===== src/rtl/tefp_pkg.sv =====
// ----------------------------------------------------------------------------
// tefp_pkg
// Shared types and constants of the tensor element to binary32 converter.
// ----------------------------------------------------------------------------
package tefp_pkg;

	typedef enum logic [3:0] {
		FMT_F64  = 4'd0,
		FMT_F32  = 4'd1,
		FMT_F16  = 4'd2,
		FMT_BF16 = 4'd3,
		FMT_E4M3 = 4'd4,
		FMT_E5M2 = 4'd5,
		FMT_I64  = 4'd6,
		FMT_I32  = 4'd7,
		FMT_I16  = 4'd8,
		FMT_I8   = 4'd9,
		FMT_U8   = 4'd10,
		FMT_BOOL = 4'd11,
		FMT_NONE = 4'd12
	} fmt_t;

	localparam logic [3:0]  FMT_RESET = 4'd1;
	localparam logic [31:0] F32_INF   = 32'h7F80_0000;
	localparam logic [31:0] F32_QNAN  = 32'h7FC0_0000;
	localparam logic [31:0] F32_ZERO  = 32'h0000_0000;

	typedef struct packed {
		logic [63:0] raw_element;
		logic        last_element;
	} in_beat_t;

	typedef struct packed {
		logic [31:0] fp32_bits;
		logic        last_out;
	} out_beat_t;

	// Decoded element: value is mag scaled so that the biased binary32
	// exponent equals bexp + msb_index + 1.
	typedef struct packed {
		logic               special;
		logic [31:0]        spec_bits;
		logic               sign;
		logic [63:0]        mag;
		logic signed [12:0] bexp;
		logic               last;
	} dec_t;

	typedef struct packed {
		logic               special;
		logic [31:0]        spec_bits;
		logic               sign;
		logic               zero;
		logic [63:0]        mag;
		logic [5:0]         msb;
		logic signed [12:0] eb;
		logic               last;
	} norm_t;

	typedef struct packed {
		logic               special;
		logic [31:0]        spec_bits;
		logic               sign;
		logic               zero;
		logic               normal;
		logic signed [12:0] ebm1;
		logic [23:0]        q;
		logic               guard;
		logic               sticky;
		logic               last;
	} shf_t;

endpackage


===== src/rtl/tefp_decode.sv =====
// ----------------------------------------------------------------------------
// tefp_decode
// Reads a raw element in the selected format into sign, magnitude and exponent.
// ----------------------------------------------------------------------------
module tefp_decode (
	input  logic [3:0]         fmt,
	input  tefp_pkg::in_beat_t beat,
	output tefp_pkg::dec_t     dec
);

	logic [63:0] raw;
	logic [10:0] ex64;
	logic [15:0] h;
	logic [4:0]  ex16;
	logic [3:0]  ex8;
	logic [63:0] sx;

	always_comb begin
		raw  = beat.raw_element;
		ex64 = raw[62:52];
		h    = (fmt == tefp_pkg::FMT_E5M2) ? {raw[7:0], 8'd0} : raw[15:0];
		ex16 = h[14:10];
		ex8  = raw[6:3];
		sx   = raw;
		dec  = '0;
		dec.last = beat.last_element;
		case (fmt)
			tefp_pkg::FMT_F64: begin
				dec.sign = raw[63];
				if (ex64 == 11'h7FF) begin
					dec.special = 1'b1;
					dec.spec_bits = (raw[51:0] == 52'd0) ?
						({raw[63], 31'd0} | tefp_pkg::F32_INF) :
						({raw[63], 31'd0} | tefp_pkg::F32_QNAN | {9'd0, raw[51:29]});
				end else if (ex64 == 11'd0) begin
					dec.special = 1'b1;
					dec.spec_bits = {raw[63], 31'd0};
				end else begin
					dec.mag = {12'd1, raw[51:0]};
					dec.bexp = $signed({2'b00, ex64}) - 13'sd949;
				end
			end
			tefp_pkg::FMT_F32: begin
				dec.special = 1'b1;
				dec.spec_bits = raw[31:0];
			end
			tefp_pkg::FMT_BF16: begin
				dec.special = 1'b1;
				dec.spec_bits = {raw[15:0], 16'd0};
			end
			tefp_pkg::FMT_F16, tefp_pkg::FMT_E5M2: begin
				dec.sign = h[15];
				if (ex16 == 5'd31) begin
					dec.special = 1'b1;
					dec.spec_bits = (h[9:0] == 10'd0) ?
						({h[15], 31'd0} | tefp_pkg::F32_INF) :
						({h[15], 31'd0} | tefp_pkg::F32_QNAN | {9'd0, h[9:0], 13'd0});
				end else if (ex16 == 5'd0) begin
					dec.mag = {54'd0, h[9:0]};
					dec.bexp = 13'sd102;
				end else begin
					dec.mag = {53'd0, 1'b1, h[9:0]};
					dec.bexp = $signed({8'd0, ex16}) + 13'sd101;
				end
			end
			tefp_pkg::FMT_E4M3: begin
				dec.sign = raw[7];
				if (ex8 == 4'd15 && raw[2:0] == 3'd7) begin
					dec.special = 1'b1;
					dec.spec_bits = {raw[7], 31'd0} | tefp_pkg::F32_QNAN;
				end else if (ex8 == 4'd0) begin
					dec.mag = {61'd0, raw[2:0]};
					dec.bexp = 13'sd117;
				end else begin
					dec.mag = {60'd0, 1'b1, raw[2:0]};
					dec.bexp = $signed({9'd0, ex8}) + 13'sd116;
				end
			end
			tefp_pkg::FMT_I64, tefp_pkg::FMT_I32, tefp_pkg::FMT_I16,
			tefp_pkg::FMT_I8: begin
				if (fmt == tefp_pkg::FMT_I32) sx = {{32{raw[31]}}, raw[31:0]};
				else if (fmt == tefp_pkg::FMT_I16) sx = {{48{raw[15]}}, raw[15:0]};
				else if (fmt == tefp_pkg::FMT_I8) sx = {{56{raw[7]}}, raw[7:0]};
				dec.sign = sx[63];
				dec.mag = sx[63] ? (~sx + 64'd1) : sx;
				dec.bexp = 13'sd126;
			end
			tefp_pkg::FMT_U8, tefp_pkg::FMT_BOOL: begin
				dec.mag = {56'd0, raw[7:0]};
				dec.bexp = 13'sd126;
			end
			default: begin
				dec.special = 1'b1;
				dec.spec_bits = tefp_pkg::F32_ZERO;
			end
		endcase
	end

endmodule


===== src/rtl/tefp_lzc.sv =====
// ----------------------------------------------------------------------------
// tefp_lzc
// Finds the leading one of the magnitude and forms the result exponent.
// ----------------------------------------------------------------------------
module tefp_lzc (
	input  tefp_pkg::dec_t  dec,
	output tefp_pkg::norm_t nrm
);

	logic [5:0] msb;

	always_comb begin
		msb = 6'd0;
		for (int i = 0; i < 64; i++) begin
			if (dec.mag[i]) msb = 6'(i);
		end
		nrm.special   = dec.special;
		nrm.spec_bits = dec.spec_bits;
		nrm.sign      = dec.sign;
		nrm.zero      = (dec.mag == 64'd0);
		nrm.mag       = dec.mag;
		nrm.msb       = msb;
		nrm.eb        = dec.bexp + $signed({7'd0, msb}) + 13'sd1;
		nrm.last      = dec.last;
	end

endmodule


===== src/rtl/tefp_shift.sv =====
// ----------------------------------------------------------------------------
// tefp_shift
// Aligns the magnitude to the binary32 significand and collects round bits.
// ----------------------------------------------------------------------------
module tefp_shift (
	input  tefp_pkg::norm_t nrm,
	output tefp_pkg::shf_t  shf
);

	logic               normal;
	logic signed [12:0] rs;
	logic               left;
	logic               big;
	logic [4:0]         lamt;
	logic [6:0]         ramt;
	logic [6:0]         gidx;
	logic [63:0]        lsh;
	logic [63:0]        rsh;
	logic [63:0]        lowmask;

	always_comb begin
		normal  = (nrm.eb > 13'sd0);
		rs      = normal ? ($signed({7'd0, nrm.msb}) - 13'sd23) :
			($signed({7'd0, nrm.msb}) - 13'sd22 - nrm.eb);
		left    = (rs < 13'sd0);
		big     = (rs >= 13'sd64);
		lamt    = 5'(-rs);
		ramt    = (left || big) ? 7'd0 : rs[6:0];
		gidx    = (ramt == 7'd0) ? 7'd0 : (ramt - 7'd1);
		lsh     = nrm.mag << lamt;
		rsh     = nrm.mag >> ramt;
		lowmask = (64'd1 << gidx) - 64'd1;

		shf.special   = nrm.special;
		shf.spec_bits = nrm.spec_bits;
		shf.sign      = nrm.sign;
		shf.zero      = nrm.zero;
		shf.normal    = normal;
		shf.ebm1      = nrm.eb - 13'sd1;
		shf.q         = left ? lsh[23:0] : (big ? 24'd0 : rsh[23:0]);
		shf.guard     = !left && !big && (ramt != 7'd0) && nrm.mag[gidx[5:0]];
		shf.sticky    = !left && !big && (ramt > 7'd1) && ((nrm.mag & lowmask) != 64'd0);
		shf.last      = nrm.last;
	end

endmodule


===== src/rtl/tensor_element_to_fp32_core.sv =====
// ----------------------------------------------------------------------------
// tensor_element_to_fp32_core
// Converts one tensor element per beat from a configured format to binary32.
// ----------------------------------------------------------------------------
// The element channel (elem_valid, elem_ready, elem) carries a raw element,
// right aligned in 64 bits, and a last flag. The result channel (res_valid,
// res_ready, res) returns the binary32 bit pattern and the copied last flag,
// one result beat for each element beat, in order.
// cfg_we writes cfg_wdata into the source format register; write it only
// while no beat is in flight. Reset selects f32 and empties the pipeline.
// The pipeline has four register stages: decode, leading-one search and
// exponent, alignment shift, then rounding and packing into the result
// register. One beat is accepted in every cycle while the receiver takes
// results.
// When res_ready is low with a result waiting, the whole pipeline holds and
// elem_ready drops in the same cycle; nothing is lost or repeated.
// ----------------------------------------------------------------------------
module tensor_element_to_fp32_core (
	input  logic                  clk,
	input  logic                  arst_n,
	input  logic                  cfg_we,
	input  logic [3:0]            cfg_wdata,
	input  logic                  elem_valid,
	output logic                  elem_ready,
	input  tefp_pkg::in_beat_t    elem,
	output logic                  res_valid,
	input  logic                  res_ready,
	output tefp_pkg::out_beat_t   res
);

	logic [3:0]           fmt_q;
	logic                 adv;
	logic                 v_s1, v_s2, v_s3, v_s4;
	tefp_pkg::dec_t       dec_c, dec_s1;
	tefp_pkg::norm_t      nrm_c, nrm_s2;
	tefp_pkg::shf_t       shf_c, shf_s3;
	tefp_pkg::out_beat_t  res_c, res_s4;
	logic [24:0]          r;
	logic [31:0]          sum;

	assign adv        = !v_s4 || res_ready;
	assign elem_ready = adv;
	assign res_valid  = v_s4;
	assign res        = res_s4;

	tefp_decode u_decode (.fmt(fmt_q), .beat(elem), .dec(dec_c));
	tefp_lzc    u_lzc    (.dec(dec_s1), .nrm(nrm_c));
	tefp_shift  u_shift  (.nrm(nrm_s2), .shf(shf_c));

	always_comb begin
		r = {1'b0, shf_s3.q} + {24'd0, shf_s3.guard && (shf_s3.sticky || shf_s3.q[0])};
		sum = {1'b0, shf_s3.ebm1[7:0], 23'd0} + {7'd0, r};
		res_c.last_out = shf_s3.last;
		if (shf_s3.special) begin
			res_c.fp32_bits = shf_s3.spec_bits;
		end else if (shf_s3.zero) begin
			res_c.fp32_bits = {shf_s3.sign, 31'd0};
		end else if (shf_s3.normal) begin
			if (shf_s3.ebm1 >= 13'sd255 || sum >= tefp_pkg::F32_INF) begin
				res_c.fp32_bits = {shf_s3.sign, 31'd0} | tefp_pkg::F32_INF;
			end else begin
				res_c.fp32_bits = {shf_s3.sign, sum[30:0]};
			end
		end else begin
			res_c.fp32_bits = {shf_s3.sign, 6'd0, r};
		end
	end

	always_ff @(posedge clk or negedge arst_n) begin
		if (!arst_n) begin
			fmt_q <= tefp_pkg::FMT_RESET;
			v_s1  <= 1'b0;
			v_s2  <= 1'b0;
			v_s3  <= 1'b0;
			v_s4  <= 1'b0;
		end else begin
			if (cfg_we) fmt_q <= cfg_wdata;
			if (adv) begin
				v_s1 <= elem_valid;
				v_s2 <= v_s1;
				v_s3 <= v_s2;
				v_s4 <= v_s3;
			end
		end
	end

	always_ff @(posedge clk) begin
		if (adv) begin
			dec_s1 <= dec_c;
			nrm_s2 <= nrm_c;
			shf_s3 <= shf_c;
			res_s4 <= res_c;
		end
	end

	a_ready_when_empty: assert property (@(posedge clk) disable iff (!arst_n)
		!v_s4 |-> elem_ready) else $error("pipeline stalls with no result waiting");

	a_hold_on_stall: assert property (@(posedge clk) disable iff (!arst_n)
		(v_s4 && !res_ready) |=> (v_s4 && $stable(res_s4)))
		else $error("waiting result lost or changed");

	a_enter: assert property (@(posedge clk) disable iff (!arst_n)
		(elem_valid && elem_ready) |=> v_s1) else $error("accepted beat not captured");

	a_advance: assert property (@(posedge clk) disable iff (!arst_n)
		(v_s3 && adv) |=> v_s4) else $error("beat dropped between stages");

endmodule

===== config.mk =====
export PLATFORM = sky130hd
export DESIGN_NAME = tensor_element_to_fp32_core
export DESIGN_NICKNAME = d
export VERILOG_FILES = /design/src/rtl/tefp_pkg.sv /design/src/rtl/tefp_decode.sv /design/src/rtl/tefp_lzc.sv /design/src/rtl/tefp_shift.sv /design/src/rtl/tensor_element_to_fp32_core.sv
export SDC_FILE = /design/constraint.sdc
export NUM_CORES = 1
export LEC_CHECK = 0
export BUFFER_PORTS_ARGS = -buffer_cell sky130_fd_sc_hd__buf_2
export CAP_MARGIN = 40
export CORE_UTILIZATION = 35
export CTS_CLUSTER_SIZE = 8
export DETAILED_ROUTE_END_ITERATION = 16
export PLACE_DENSITY = 0.59
export SLEW_MARGIN = 10
export SYNTH_ARGS = -nofsm -noshare
export SYNTH_HDL_FRONTEND = slang
export SYNTH_SLANG_ARGS = --single-unit

===== constraint.sdc =====
create_clock -name clk -period 37.2 [get_ports clk]
set_input_delay 7.44 -clock clk [delete_from_list [all_inputs] [get_ports clk]]
set_output_delay 7.44 -clock clk [all_outputs]
set_load 0.02 [all_outputs]

==> impl_metrics.tcl <==
set metrics [dict create \
    via_per_inst 6.11 \
    cts_root_buffer "clkbuf_16" \
    gp_congestion 1.04 \
    grt-busiest-layer "met2" \
    tightest_slew_ps 971 \
    die-area_mm2 0.0759 \
    max_freq_ghz 0.0627 \
    max-cap-violations 0 \
    post_drt_wl_per_cell_um 25.0 \
    fp-row-count 99 \
    path_class "primary input to output port" \
    antenna_found_initial 1 \
    crit_fanout 56 \
    cts_max_path_buffers 3 \
    synthArstFlopShare_pct 2.31 \
    grt_pass1_vias 22000 \
    min_path_type "flip-flop to flip-flop" \
    cts_buffers 50 \
    synth_edf_count 339 \
    io_pins 109 \
    synth_fp_nets 3064 \
    cts_post_setup_buffers_inserted 0 \
    drc 0 \
    clock_sinks 347 \
    htree_num_levels 2 \
    grtUsageTotal_pct 25.5 \
    final_core_util_pct 39.7 \
    use_met2_pct 39.2 \
    rsz0062_at_grt "no" \
    end_kind "output port" \
    ys.flop_type "edfxtp_1" \
    grt_first_pass_wirelength_um 145000 \
    avgSynthCellArea_um2 8.89 \
    dp.final_hpwl_um 73200 \
    yosysSeqAreaShare_pct 39.6 \
    cts_hold_buf 0 \
    setup_viol 0 \
    syn_to_final_growth_pct 11.3 \
    via_count 24200 \
    cp-start-kind "primary input" \
    synthDistinctLibCells 113 \
    grt_max_degree 166 \
    timing.setup.tns_ps 0 \
    mostFrequentLayoutCells "429 x nand2_1, 339 x edfxtp_1, 294 x nor2_1" \
    synth-seq-cells 347 \
    first_pass_iters 6 \
    clkLatencyLatePin_ps 560 \
    initial_core_util_pct 35.7 \
    fin_nets 3104 \
    cts_tree "built" \
    overflow 0 \
    status "finished clean" \
    met3_usage_pct 3.97 \
    cp.required_ps 29760 \
    gr-usage-met1_pct 34.7 \
    cts_resized 0 \
    netlist_instances 2946 \
    relSlewSlack_pct 34.5 \
    drt_iter0_drc 2986 \
    slew_violations 0 \
    finalCritPeriodShare_pct 42.9 \
    port_buffers 108 \
    dieHeight_um 276 \
    clkTransAtPathRegs_ps 50 \
    dieWidth_um 276 \
    worstPathArrival_ps 8500 \
    netlist_area_mm2 0.0262 \
    yosysWarnings 0 \
    drive_gt1_share_pct 10.7 \
    ant_nets 0 \
    final_common_cell "nand2_1" \
    core_mm2 0.0735 \
    finalHoldViolations 0 \
    period_minus_slack_ps 15940 \
    fin_skew_ps 31.8 \
    drt_wl_total_um 99000 \
]
==> area by class of cell <==
class	count	area, um^2
antenna	3	7.51
timing repair buffer	164	1030
multi-input combinational	2340	14900
inverter	83	312
fill	7347	44300
clock buffer	56	1280
sequential	347	10400
tap	959	1200
clock inverter	6	78.8
==> path summary, 6_finish.rpt <==
path | start | to | slack [ps] | cells after the start
max in group asynchronous | arst_n | fmt_q[0]$_DFFE_PN1P_ | 30240 | 1
worst min-delay path | dec_s1[96]$_DFFE_PP_ | nrm_s2[103]$_DFFE_PP_ | 410 | 0
worst max register to register | nrm_s2[2]$_DFFE_PP_ | shf_s3[1]$_DFFE_PP_ | 26600 | 28
worst max-delay path | res_ready | elem_ready | 21260 | 4
worst min register to register | dec_s1[96]$_DFFE_PP_ | nrm_s2[103]$_DFFE_PP_ | 410 | 0
min in group asynchronous | arst_n | res_valid$_DFFE_PN0P_ | 6720 | 1
==> cell usage after synthesis (11+ instances only) <==
library cell	n	area share (%)
nand2_1	431	6.2
edfxtp_1	339	39
nor2_1	296	4.2
o21ai_0	211	4.0
mux2i_1	202	7.7
a21oi_1	176	3.4
clkbuf_1	134	1.9
inv_1	81	1.2
nor3_1	79	1.5
nand3_1	76	1.5
xnor2_1	62	2.1
xor2_1	61	2.0
a31oi_1	41	0.98
ha_1	41	2.0
nor4_1	40	0.96
o22ai_1	31	0.74
and3_1	30	0.72
nand4_1	29	0.69
a211oi_1	28	0.80
o31ai_1	28	0.80
a22o_1	26	0.87
nand2b_1	24	0.57
o211ai_1	22	0.63
buf_1	20	0.29
o21a_1	20	0.57
a21o_1	19	0.54
a221oi_1	19	0.64
mux2_2	19	0.82
nor2b_1	18	0.43
and2_1	16	0.38
or3_1	16	0.38
a221o_1	13	0.50
or2_2	13	0.31
o21bai_1	12	0.34
a22oi_1	11	0.32
buf_2	11	0.21
o2111ai_1	11	0.37
==> registers in the layout, indices dropped and copies added (netlist names) <==
name,count
res,33
shf_s3,75
res_c,1
v_s1,1
fmt_q,4
v_s3,1
res_valid,1
dec_s1,111
v_s2,1
nrm_s2,119
==> per-layer routing <==
metal,vias to the layer above,routed length [um]
met4,0,5730
met3,273,8940
met2,1306,43300
met5,-,0
li1,11100,-
met1,11500,41000
==> critical path, cell delays in order <==
cell and delay (ps):
buf_2 70, nand2b_4 100, buf_4 580, buf_2 290
==> logic make-up after synthesis <==
kind of cell	share of synthesized area, %
AND/OR/NAND/NOR	19.9
AO/OA/AOI/OAI	21.1
flip-flops	39.6
buffers and inverters	4.00
multiplexers	8.90
XOR/XNOR	4.22
adder cells (fa/ha/maj)	2.19
==> per-stage QoR <==
step | instance area, um^2 | hold WS, ps | setup slack (ps) | std cells
6_report | 29200 | 411 | 21260 | 3958
5_1_grt | 29200 | 416 | 21190 | 3955
4_1_cts | 29100 | 413 | 21220 | 3953
3_5_place_dp | 27800 | 405 | 21230 | 3891
3_3_place_gp | 27600 | 401 | 21230 | 3878
2_1_floorplan | 26200 | 400 | 14000 | 2946
Power is left out: the tool's default activity adds up to more than one toggle a clock period on the data nets, which glitch-free logic cannot reach.
